[src/hdl/row_lane_centre_finder_assert.svh]
// Assertion macros shared by the row lane centre finder modules.
`ifndef ROW_LANE_CENTRE_FINDER_ASSERT_SVH
`define ROW_LANE_CENTRE_FINDER_ASSERT_SVH

`ifndef SYNTHESIS
`define RLCF_ASSERT(label, prop, msg) \
  label: assert property (@(posedge clk) disable iff (!rst_n) prop) else $error(msg);
`define RLCF_ASSERT_IMPL(label, ante, cons, msg) \
  label: assert property (@(posedge clk) disable iff (!rst_n) (ante) |-> (cons)) \
    else $error(msg);
`else
`define RLCF_ASSERT(label, prop, msg)
`define RLCF_ASSERT_IMPL(label, ante, cons, msg)
`endif

`endif

[src/hdl/rlcf_pkg.sv]
// Types and constants shared by the row lane centre finder.
package rlcf_pkg;

  localparam int OUT_W = 11;

  localparam logic [1:0] ST_OK         = 2'd0;
  localparam logic [1:0] ST_NO_LINES   = 2'd1;
  localparam logic [1:0] ST_MANY_LINES = 2'd2;

  typedef struct packed {
    logic [OUT_W-1:0] centre;
    logic [OUT_W-1:0] lines;
    logic [1:0]       status;
  } result_t;

endpackage

[src/hdl/rlcf_row_scan.sv]
// Row scan state: transitions, segment midpoints, held centre and row result.
module rlcf_row_scan #(
  parameter int MAX_WIDTH = 2048
) (
  input  logic              clk,
  input  logic              rst_n,
  input  logic              take,
  input  logic              px_bit,
  input  logic              row_end,
  output rlcf_pkg::result_t res
);

  localparam int CW  = $clog2(MAX_WIDTH + 1);
  localparam int XW  = (MAX_WIDTH > 2) ? $clog2(MAX_WIDTH) : 1;
  localparam int LW  = (XW + 1 > rlcf_pkg::OUT_W) ? XW + 1 : rlcf_pkg::OUT_W;
  localparam int CNW = (CW > rlcf_pkg::OUT_W) ? CW : rlcf_pkg::OUT_W;

  logic [CW-1:0] col_r, col_nxt;
  logic          prev_r, prev_nxt;
  logic [XW-1:0] tc_r, tc_nxt;
  logic [XW-1:0] seg_r, seg_nxt;
  logic [XW-1:0] fms_r, fms_nxt;
  logic [XW-1:0] fmp_r, fmp_nxt;
  logic [XW-1:0] smid_r, smid_nxt;
  logic [rlcf_pkg::OUT_W-1:0] held_r, held_nxt;

  logic [XW-1:0]   col_idx;
  logic [XW+1:0]   tc_w;
  logic [XW-1:0]   mid;
  logic [LW-1:0]   lines;
  logic [CNW-1:0]  c1, c2, centre;
  logic            good;

  always_comb begin
    col_nxt  = col_r;
    prev_nxt = prev_r;
    tc_nxt   = tc_r;
    seg_nxt  = seg_r;
    fms_nxt  = fms_r;
    fmp_nxt  = fmp_r;
    smid_nxt = smid_r;
    col_idx  = col_r[XW-1:0];
    tc_w     = (XW+2)'(tc_r);
    mid      = XW'(((XW+1)'(seg_r) + (XW+1)'(col_idx)) >> 1);

    if (col_r < CW'(MAX_WIDTH)) begin
      if ((col_r != '0) && (px_bit != prev_r)) begin
        case (tc_w)
          (XW+2)'(0): begin
            seg_nxt = col_idx;
            fmp_nxt = col_idx;
          end
          (XW+2)'(1): begin
            fms_nxt = mid;
            fmp_nxt = mid;
          end
          (XW+2)'(2): begin
            seg_nxt  = col_idx;
            smid_nxt = col_idx;
          end
          (XW+2)'(3): begin
            smid_nxt = mid;
          end
          default: begin
          end
        endcase
        tc_nxt = tc_r + XW'(1);
      end
      prev_nxt = px_bit;
      col_nxt  = col_r + CW'(1);
    end

    // result from the state after this pixel
    lines = LW'(((XW+1)'(tc_nxt) + (XW+1)'(1)) >> 1);
    if ((CW+1)'(fms_nxt) >= (CW+1)'(col_nxt >> 1)) begin
      c1 = CNW'(fms_nxt >> 1);
    end else begin
      c1 = CNW'(((CW+1)'(fms_nxt) + (CW+1)'(col_nxt)) >> 1);
    end
    c2 = CNW'(((XW+1)'(fmp_nxt) + (XW+1)'(smid_nxt)) >> 1);

    good       = 1'b1;
    centre     = c1;
    res.status = rlcf_pkg::ST_OK;
    if (lines == LW'(1)) begin
      centre = c1;
    end else if (lines == LW'(2)) begin
      centre = c2;
    end else begin
      good       = 1'b0;
      res.status = (lines == '0) ? rlcf_pkg::ST_NO_LINES : rlcf_pkg::ST_MANY_LINES;
    end
    res.centre = good ? centre[rlcf_pkg::OUT_W-1:0] : held_r;
    res.lines  = lines[rlcf_pkg::OUT_W-1:0];

    held_nxt = held_r;
    if (take && row_end) begin
      held_nxt = res.centre;
      col_nxt  = '0;
      prev_nxt = 1'b0;
      tc_nxt   = '0;
      seg_nxt  = '0;
      fms_nxt  = '0;
      fmp_nxt  = '0;
      smid_nxt = '0;
    end
  end

  always_ff @(posedge clk) begin
    if (!rst_n) begin
      col_r  <= '0;
      prev_r <= 1'b0;
      tc_r   <= '0;
      seg_r  <= '0;
      fms_r  <= '0;
      fmp_r  <= '0;
      smid_r <= '0;
      held_r <= '0;
    end else if (take) begin
      col_r  <= col_nxt;
      prev_r <= prev_nxt;
      tc_r   <= tc_nxt;
      seg_r  <= seg_nxt;
      fms_r  <= fms_nxt;
      fmp_r  <= fmp_nxt;
      smid_r <= smid_nxt;
      held_r <= held_nxt;
    end
  end

`include "row_lane_centre_finder_assert.svh"

  `RLCF_ASSERT(a_col_bound, col_r <= CW'(MAX_WIDTH), "column count past row limit")
  `RLCF_ASSERT_IMPL(a_tc_below_col, col_r != '0, (CW+1)'(tc_r) < (CW+1)'(col_r), "transitions not below columns")
  `RLCF_ASSERT(a_row_clear, take && row_end |=> col_r == '0 && tc_r == '0, "row state not cleared at row end")

endmodule

[src/hdl/row_lane_centre_finder.sv]
// Row lane centre finder top level: input register, row scan and result register.
//
//   channel | ports                                          | dir
//   --------+------------------------------------------------+-----
//   in      | in_valid in_ready in_pixel in_row_end          | in
//   out     | out_valid out_ready out_lane_centre            | out
//           |   out_line_count out_status                    |
//
// One pixel per clock while no row-end pixel waits on a held result; out_valid is registered
// as the row-end pixel leaves the input register, and the rate is set by the row scan update.
// Synchronous active-low reset clears the row state, the held centre and both valid flags.
// A row-end pixel waits in the input register while an unaccepted result is held;
// other pixels keep flowing while the result waits.
module row_lane_centre_finder #(
  parameter int MAX_WIDTH = 2048
) (
  input  logic        clk,
  input  logic        rst_n,
  input  logic        in_valid,
  output logic        in_ready,
  input  logic [7:0]  in_pixel,
  input  logic        in_row_end,
  output logic        out_valid,
  input  logic        out_ready,
  output logic [10:0] out_lane_centre,
  output logic [10:0] out_line_count,
  output logic [1:0]  out_status
);

  logic              in_v_r, in_v_nxt;
  logic              in_bit_r;
  logic              in_end_r;
  logic              out_v_r, out_v_nxt;
  rlcf_pkg::result_t out_r;
  rlcf_pkg::result_t res;
  logic              adv;

  assign adv      = in_v_r && (!in_end_r || !out_v_r || out_ready);
  assign in_ready = !in_v_r || adv;

  always_comb begin
    in_v_nxt = in_v_r;
    if (in_ready) begin
      in_v_nxt = in_valid;
    end
    out_v_nxt = out_v_r;
    if (adv && in_end_r) begin
      out_v_nxt = 1'b1;
    end else if (out_ready) begin
      out_v_nxt = 1'b0;
    end
  end

  always_ff @(posedge clk) begin
    if (!rst_n) begin
      in_v_r  <= 1'b0;
      out_v_r <= 1'b0;
    end else begin
      in_v_r  <= in_v_nxt;
      out_v_r <= out_v_nxt;
    end
  end

  always_ff @(posedge clk) begin
    if (in_ready && in_valid) begin
      in_bit_r <= in_pixel[0];
      in_end_r <= in_row_end;
    end
    if (adv && in_end_r) begin
      out_r <= res;
    end
  end

  rlcf_row_scan #(
    .MAX_WIDTH(MAX_WIDTH)
  ) u_scan (
    .clk    (clk),
    .rst_n  (rst_n),
    .take   (adv),
    .px_bit (in_bit_r),
    .row_end(in_end_r),
    .res    (res)
  );

  assign out_valid       = out_v_r;
  assign out_lane_centre = out_r.centre;
  assign out_line_count  = out_r.lines;
  assign out_status      = out_r.status;

`include "row_lane_centre_finder_assert.svh"

  `RLCF_ASSERT_IMPL(a_end_blocks, in_v_r && in_end_r && out_v_r && !out_ready, !in_ready, "row end passed a held result")
  `RLCF_ASSERT(a_end_gives_result, adv && in_end_r |=> out_v_r, "row end gave no result")
  `RLCF_ASSERT_IMPL(a_no_lines_count, out_v_r && out_r.status == rlcf_pkg::ST_NO_LINES, out_r.lines == '0, "no-line status with lines")

endmodule
[config.mk]
export PLATFORM = sky130hd
export DESIGN_NAME = row_lane_centre_finder
export DESIGN_NICKNAME = d
export VERILOG_FILES = /design/src/hdl/rlcf_pkg.sv /design/src/hdl/rlcf_row_scan.sv /design/src/hdl/row_lane_centre_finder.sv
export VERILOG_INCLUDE_DIRS = /design/src /design/src/hdl
export SDC_FILE = /design/constraint.sdc
export NUM_CORES = 1
export LEC_CHECK = 0
export CAP_MARGIN = 10
export CORE_MARGIN = 1.5
export CORE_UTILIZATION = 50
export CTS_BUF_LIST = sky130_fd_sc_hd__clkbuf_2 sky130_fd_sc_hd__clkbuf_4 sky130_fd_sc_hd__clkbuf_8
export CTS_CLUSTER_DIAMETER = 120
export CTS_CLUSTER_SIZE = 40
export DETAILED_ROUTE_END_ITERATION = 8
export DONT_BUFFER_PORTS = 1
export PLACE_DENSITY = 0.68
export SYNTH_ARGS = -nofsm -noshare
export SYNTH_HDL_FRONTEND = slang
export SYNTH_SLANG_ARGS = --single-unit
[constraint.sdc]
create_clock -name clk -period 5 [get_ports clk]
set_input_delay 0.25 -clock clk [delete_from_list [all_inputs] [get_ports clk]]
set_output_delay 0.25 -clock clk [all_outputs]
set_load 0.005 [all_outputs]
==> results_dict.tcl, run 1 <==
set metrics [dict create \
    drcViolationCount 0 \
    route.detailed.vias_per_inst 6.10 \
    synth_fp_nets 987 \
    drt_wirelength_um 20300 \
    antenna_cells_inserted 0 \
    final-setup-viol-count 0 \
    cp-start-kind "flop" \
    boundaryPins 39 \
    synth-seq-cells 107 \
    layout-drive-gt1-share_pct 10.7 \
    num_rows 45 \
    fp.dieH_um 127 \
    drtAntennaViolNets 0 \
    grt-ovfl-total 0 \
    syn-cell-area_um2 7690 \
    setup_repair_after_global_routing_missed_its_margin "false" \
    cts_tree "yes" \
    clk_path_buf_depth 2 \
    detailed_place_hpwl_um 14500 \
    worst_setup_path_end_kind "flop" \
    worstPathArrival_ns 4.84 \
    coreArea_um2 15100 \
    route.vias.total 6791 \
    hold_violations 0 \
    number_of_flops_mapped_to_enable_cells_by_yosys 26 \
    whs_endpoint "in_v_r" \
    clk_latency_ns 0.40 \
    ctsHtreeMaxLevel 3 \
    grtUsageTotal_pct 25.9 \
    hold_path_class "in -> reg" \
    fin_crit_ns 4.68 \
    synth.avg_cell_area_um2 8.33 \
    synthFlopType "sky130_fd_sc_hd__dfxtp_1" \
    maxClockFrequency_mhz 214 \
    floorplan.die.width_um 127 \
    clock_skew_ns 0.0164 \
    rd_place_congestion 0.873 \
    cts.clk_slew.worst_paths_ns 0.11 \
    finalMaxSlewViolations 0 \
    p_leak_nw 3.09 \
    timing.hold.worst.start "in_valid" \
    worst-r2r-setup-slack_ns 0.32 \
    worst_ep_required_ns 5.16 \
    final.setup.tns_ns 0 \
    first_pass_grt_wire_length_um 33000 \
    worst_hold_slack_ns 0.0209 \
    worst-r2r-cell-count 19 \
    crit-reg2reg-capture "out_lane_centre[9]" \
    number_of_global_route_vias_before_repair 6195 \
    synth-warning-count 0 \
    detailed_router_s_first_iteration_violation_count 618 \
    asyncSetResetFlopFracSynth_pct 0 \
    critical_path.reg2reg.startpoint "u_scan.col_r[0]" \
    min_period_over_period_pct 93.6 \
    maxSlewHeadroom_pct 52.3 \
    ys_types 75 \
    area_growth_syn_to_fin_pct 8.43 \
    critPathKind "reg -> reg" \
    floorplan.die_area_um2 16100 \
    final_nets 985 \
    layoutNonFillerInstCount 1114 \
    synth_seq_area_share_pct 31.2 \
    start_util_pct 51.0 \
    max-vdd-ir-drop_mv 0.119 \
    tritoncts.num_buffers 9 \
    place_inst 1094 \
    cts.sink_count 107 \
    mapped_cells 923 \
    power_density_over_cell_area_nw_per_um2 194 \
    hold-path-cell-count 2 \
    drt_first_pass_iters 6 \
    grt_antenna_before_repair 1 \
    run_status "finished, final reports clean" \
    post_cts.repair.setup_buffers 0 \
    timing_worst_slew_pin_value_ns 0.716 \
    maximum_number_of_pins_on_one_net_before_global_route_repair 69 \
    number_of_max_cap_violations 0 \
    portBuffers 0 \
    postLayoutCoreUtil_pct 55.3 \
    clockRootBuffer "sky130_fd_sc_hd__clkbuf_8" \
    final_routed_wire_length_divided_by_cell_count_um 18.2 \
    crit_fanout 8 \
]
[per-layer routing]
layer | track usage, % | up-vias | routed length (um)
met5 | 0 | - | 21
met3 | 4.44 | 28 | 1300
met4 | 7.02 | 2 | 342
li1 | - | 3372 | -
met1 | 37.7 | 3147 | 9700
met2 | 39.5 | 242 | 8910
[critical path: stages (launching register included)]
cell	delay (ns)
sky130_fd_sc_hd__dfxtp_2	0.38
sky130_fd_sc_hd__inv_1	0.06
sky130_fd_sc_hd__ha_1	0.13
sky130_fd_sc_hd__or4b_4	0.48
sky130_fd_sc_hd__o311a_1	0.38
sky130_fd_sc_hd__buf_4	0.18
sky130_fd_sc_hd__and2_1	0.14
sky130_fd_sc_hd__o21ai_0	0.22
sky130_fd_sc_hd__buf_4	0.25
sky130_fd_sc_hd__nand2_1	0.05
sky130_fd_sc_hd__o21ai_0	0.11
sky130_fd_sc_hd__ha_1	0.32
sky130_fd_sc_hd__a21oi_1	0.22
sky130_fd_sc_hd__o21bai_1	0.10
sky130_fd_sc_hd__a21oi_1	0.21
sky130_fd_sc_hd__o21ai_0	0.22
sky130_fd_sc_hd__and4_1	0.27
sky130_fd_sc_hd__nor4b_2	0.29
sky130_fd_sc_hd__a31oi_1	0.11
sky130_fd_sc_hd__mux2_1	0.34
[stage by stage]
stage                     worst slack, ns  total power [mW]  instance area, um^2
after floorplan                     0.140             0.977                 7690
after global placement              0.265             0.994                 8020
after detailed placement            0.244             0.994                 8020
after CTS                           0.218              1.63                 8310
after global routing               0.0609              1.67                 8340
final                               0.322              1.61                 8340
[worst max path at each step]
stage / from / to / slack, ns / depth (start not counted)
2_1_floorplan: u_scan.col_r[0] / out_lane_centre[9] / 0.14 / 20
4_1_cts: u_scan.col_r[0] / out_lane_centre[0] / 0.22 / 14
3_3_place_gp: u_scan.col_r[0] / out_lane_centre[0] / 0.27 / 14
6_report: u_scan.col_r[0] / out_lane_centre[9] / 0.32 / 19
3_5_place_dp: u_scan.col_r[0] / out_lane_centre[0] / 0.24 / 14
5_1_grt: u_scan.col_r[0] / out_lane_centre[9] / 0.06 / 19
[cells in the mapped netlist, drive strengths merged, types with 4 or more instances]
master  count  share of area [%]
edfxtp     26                 10
a21oi      36                2.3
nor2b      58                4.7
o21a        5               0.49
a31o        4               0.46
a22oi      69                6.7
dfxtp      81                 21
a31oi       8               0.85
clkbuf     51                2.5
xnor2      29                3.3
nor4        8               0.65
xor2       14                1.6
ha         48                7.8
o21bai      5               0.49
nand3      21                1.4
o31a        6               0.68
a211oi      5               0.49
or2         8               0.65
buf         9               0.75
mux2i      17                2.2
a22o        4               0.46
and2       24                2.0
nor2       74                3.9
o21ai      74                4.8
nand2      71                3.5
nand4       6               0.49
a21boi      6               0.73
a41oi       4               0.55
and3        9               0.73
nor3       22                1.6
mux2       14                2.0
nor4b       5               0.65
a21o        7               0.68
o22ai       9               0.73
or4         5               0.49
inv        31                1.5
o31ai       9               0.88
nand2b      6               0.49
[registers in the layout, summed over array words and instances (netlist names)]
signal / flops
u_scan.prev_r: 1
out_line_count: 11
in_end_r: 1
u_scan.seg_r: 11
u_scan.smid_r: 11
u_scan.fmp_r: 11
out_lane_centre: 11
u_scan.tc_r: 11
u_scan.held_r: 11
out_valid: 1
in_v_r: 1
u_scan.col_r: 12
u_scan.fms_r: 11
in_bit_r: 1
out_status: 2
[cell usage in the layout, fill, tap and decap left out, drive strengths merged, types with 24 or more instances in the layout]
cell type,count
a21oi,36
a22oi,69
and2,24
buf,44
dfxtp,81
edfxtp,26
ha,48
inv,35
nand2,71
nor2,74
nor2b,58
o21ai,74
xnor2,29
[final cells by class]
cell class	count	area, um^2
clock buffer	9	124
clock inverter	7	105
fill	1427	6750
inverter	31	116
multi-input combinational	725	4980
sequential	107	2400
tap	188	235
timing repair buffer	47	380
[where the power goes]
| group | switching, mW | leakage (nW) | internal, mW |
|---|---|---|---|
| combinational | 0.0639 | 2.07 | 0.0293 |
| clock | 0.334 | 0.113 | 0.291 |
| sequential | 0.00465 | 0.907 | 0.891 |
| total | 0.402 | 3.09 | 1.21 |
[cells by family after synthesis]
family / synth area share (%)
compound gates: 23.8
buf+inv: 4.75
xor+xnor: 4.90
flops: 31.2
simple gates: 22.5
fa+ha+maj: 8.59
mux: 4.26
[timing repair]
action / CTS / global route
hold buffers: 4 / 0
gates resized for setup: 0 / 9
endpoints found under the hold margin: 70 / 0
endpoints found under the setup margin: 0 / 11
(Power assumes the default switching activity.)
==> run 2: changes to the inputs <==
--- a/config.mk
+++ b/config.mk
@@ -17,4 +17,5 @@
 export PLACE_DENSITY = 0.68
 export SYNTH_ARGS = -nofsm -noshare
 export SYNTH_HDL_FRONTEND = slang
+export SYNTH_HIERARCHICAL = 1
 export SYNTH_SLANG_ARGS = --single-unit
==> run 2 against run 1 <==
Effect of this change: final cell count increased by 3.8%; sequential power increased by 2%; synthesized cell count increased by 2.8%; register-to-register slack got worse by 0.09 ns; count of clock-buffer cells in the layout increased by 1; final area increased by 2.0%; synthesized area increased by 3.2%; setup slack got worse by 0.089 ns; largest power group unchanged.
==> results_dict.tcl, run 2 <==
set metrics [dict create \
    clockRootBuffer "sky130_fd_sc_hd__clkbuf_8" \
    maxClockFrequency_mhz 210 \
    route.detailed.vias_per_inst 6.38 \
    seqCellArea_um2 2400 \
    synthFlopType "sky130_fd_sc_hd__dfxtp_1" \
    maximum_number_of_pins_on_one_net_before_global_route_repair 57 \
    critPathKind "reg -> reg" \
    ctsHtreeMaxLevel 3 \
    cts.clk_slew.worst_paths_ns 0.11 \
    layout-drive-gt1-share_pct 11.7 \
    ys_types 89 \
    sum_of_buffers_and_inverters_on_the_critical_path 2 \
    top_register "u_scan/col_r" \
    start_util_pct 51.6 \
    portBuffers 0 \
    mapped_cells 949 \
    synth-seq-cells 107 \
    netlist_top_cells_area "sky130_fd_sc_hd__dfxtp_1 (20%), sky130_fd_sc_hd__edfxtp_1 (9.8%), sky130_fd_sc_hd__ha_1 (7.6%)" \
    final.setup.tns_ns 0 \
    setup_repair_after_global_routing_missed_its_margin "false" \
    critical-path-top-delay-family "simple AND/OR/NAND/NOR gates" \
    detailed_router_s_first_iteration_violation_count 665 \
    cts_tree "yes" \
    synthDominantCellAreaShare_pct 20.4 \
    max_reg_flops 12 \
    timing_worst_slew_pin_value_ns 1.21 \
    power_density_over_cell_area_nw_per_um2 190 \
    drcViolationCount 0 \
    clock_skew_ns 0.0144 \
    timing.critical_path.slowest_cell_delay_ns 0.48 \
    crit_fanout 26 \
    final_nets 1004 \
    asyncSetResetFlopFracSynth_pct 0 \
    totalPowerFinal_mw 1.62 \
    mostFrequentLayoutCell "sky130_fd_sc_hd__nor2_1" \
    run_status "finished, final reports clean" \
    number_of_global_route_vias_before_repair 6597 \
    number_of_flops_mapped_to_enable_cells_by_yosys 26 \
    fillers 1423 \
    min_period_over_period_pct 95.3 \
    detailed_place_hpwl_um 16600 \
    floorplan.die_area_um2 16600 \
    final_cell_mix "sky130_fd_sc_hd__nor2_1 (96), sky130_fd_sc_hd__dfxtp_1 (81), sky130_fd_sc_hd__nand2_1 (68)" \
    grtUsageTotal_pct 27.5 \
    p_leak_nw 3.32 \
    area_growth_syn_to_fin_pct 7.19 \
    maxSlewHeadroom_pct 19.3 \
    syn-cell-area_um2 7940 \
    finalMaxSlewViolations 0 \
    final_routed_wire_length_divided_by_cell_count_um 19.4 \
    fin_crit_ns 4.77 \
    clk_path_buf_depth 2 \
    worst_setup_path_end_kind "flop" \
    worstPathArrival_ns 4.94 \
    first_pass_grt_wire_length_um 35500 \
    placement.setup.worst_slack_ns 0.276 \
    synth.largest_area_cell "sky130_fd_sc_hd__dfxtp_1" \
    worst_ep_required_ns 5.17 \
    final-setup-viol-count 0 \
    fp.dieH_um 129 \
    max-vdd-ir-drop_mv 0.108 \
    synth_seq_area_share_pct 30.3 \
    coreArea_um2 15400 \
    worst_hold_slack_ns 0.0261 \
    cp_cell_instances "inv_1, ha_1, or4b_4, o311a_1, buf_4, xnor2_1, ha_1, nand2_1, or4_1, nand3_1, xor2_1, a2111o_1, or2_1, o32ai_1, o21ba_2" \
    synth-warning-count 6 \
    num_rows 45 \
    hold_violations 0 \
    grt-ovfl-total 0 \
    yosys-top-cells-count "sky130_fd_sc_hd__nor2_1 (98), sky130_fd_sc_hd__dfxtp_1 (81), sky130_fd_sc_hd__nand2_1 (68), sky130_fd_sc_hd__o21ai_0 (61), sky130_fd_sc_hd__a22oi_1 (58)" \
    synth.avg_cell_area_um2 8.36 \
    cp_common_cell "sky130_fd_sc_hd__ha_1" \
    yosysMostFrequentCell "sky130_fd_sc_hd__nor2_1" \
    route.vias.total 7374 \
    postLayoutSetupSlackWorst_ns 0.233 \
    grt_antenna_before_repair 0 \
    floorplan.die.width_um 129 \
    antenna_cells_inserted 0 \
    cp-start-kind "flop" \
    cts.sink_count 107 \
    critical_path.slowest_cell "sky130_fd_sc_hd__or4b_4" \
    hold_path_class "in -> reg" \
    number_of_max_cap_violations 0 \
    area_used_by_multi_input_combinational_logic_um2 5120 \
    drt_first_pass_iters 5 \
    rd_place_congestion 0.951 \
    drtAntennaViolNets 0 \
    clk_latency_ns 0.41 \
    ctsResizeCount 0 \
    tritoncts.num_buffers 9 \
    synth_fp_nets 1013 \
    drt_wirelength_um 22400 \
    boundaryPins 39 \
]
run 2: per-layer routing:
layer / track usage (%) / up-vias / routed length, um
li1: - / 3536 / -
met1: 37.9 / 3468 / 10400
met2: 43.0 / 323 / 9820
met3: 4.24 / 47 / 1490
met4: 11.4 / 0 / 717
met5: 0 / - / 0
run 2: path summary, 6_finish.rpt:
path	startpoint	endpoint	slack [ns]	cells past startpoint
setup / recovery	u_scan/col_r[0]	out_lane_centre[0]	0.23	15
hold / removal	out_ready	out_valid	0.03	2
hold reg to reg	u_scan/smid_r[0]	u_scan/smid_r[0]	0.48	2
setup reg to reg	u_scan/col_r[0]	out_lane_centre[0]	0.23	15
run 2: kinds of logic (layout without fill, tap and decap cells):
family / Yosys count / count (layout) / synth area share [%]
and+or+nand+nor: 311 / 311 / 19.8
adders and majority gates: 51 / 51 / 8.32
DFF: 107 / 107 / 30.3
xor gates and xnor gates: 48 / 48 / 5.30
AOI/OAI and AO/OA: 312 / 312 / 28.7
muxes: 15 / 15 / 2.11
buffers and inverters: 105 / 101 / 5.45
run 2: final cells by class:
type | instances | area share, %
Tap cell | 211 | 3.10
Multi-Input combinational cell | 737 | 60.2
Timing Repair Buffer | 48 | 4.44
Clock buffer | 10 | 1.54
Inverter | 37 | 1.63
Sequential cell | 107 | 28.2
Clock inverter | 6 | 0.838
run 2: stage by stage:
step / cells / util (%) / cell area [um^2]
5_1_grt: 1156 / 55.3 / 8510
6_report: 1156 / 55.3 / 8510
2_1_floorplan: 949 / - / 7940
3_3_place_gp: 1135 / 53.7 / 8250
3_5_place_dp: 1135 / 53.7 / 8250
4_1_cts: 1155 / 55.2 / 8490
run 2: timing repair:
item / in CTS / in global routing
buffers inserted: 0 / 0
endpoints found under the hold margin: 15 / 0
hold buffers: 4 / 0
run 2: where the power goes:
part	switching, mW	internal [mW]
clock network	0.333	0.244
registers	0.0140	0.901
logic	0.0841	0.0413
total	0.431	1.19
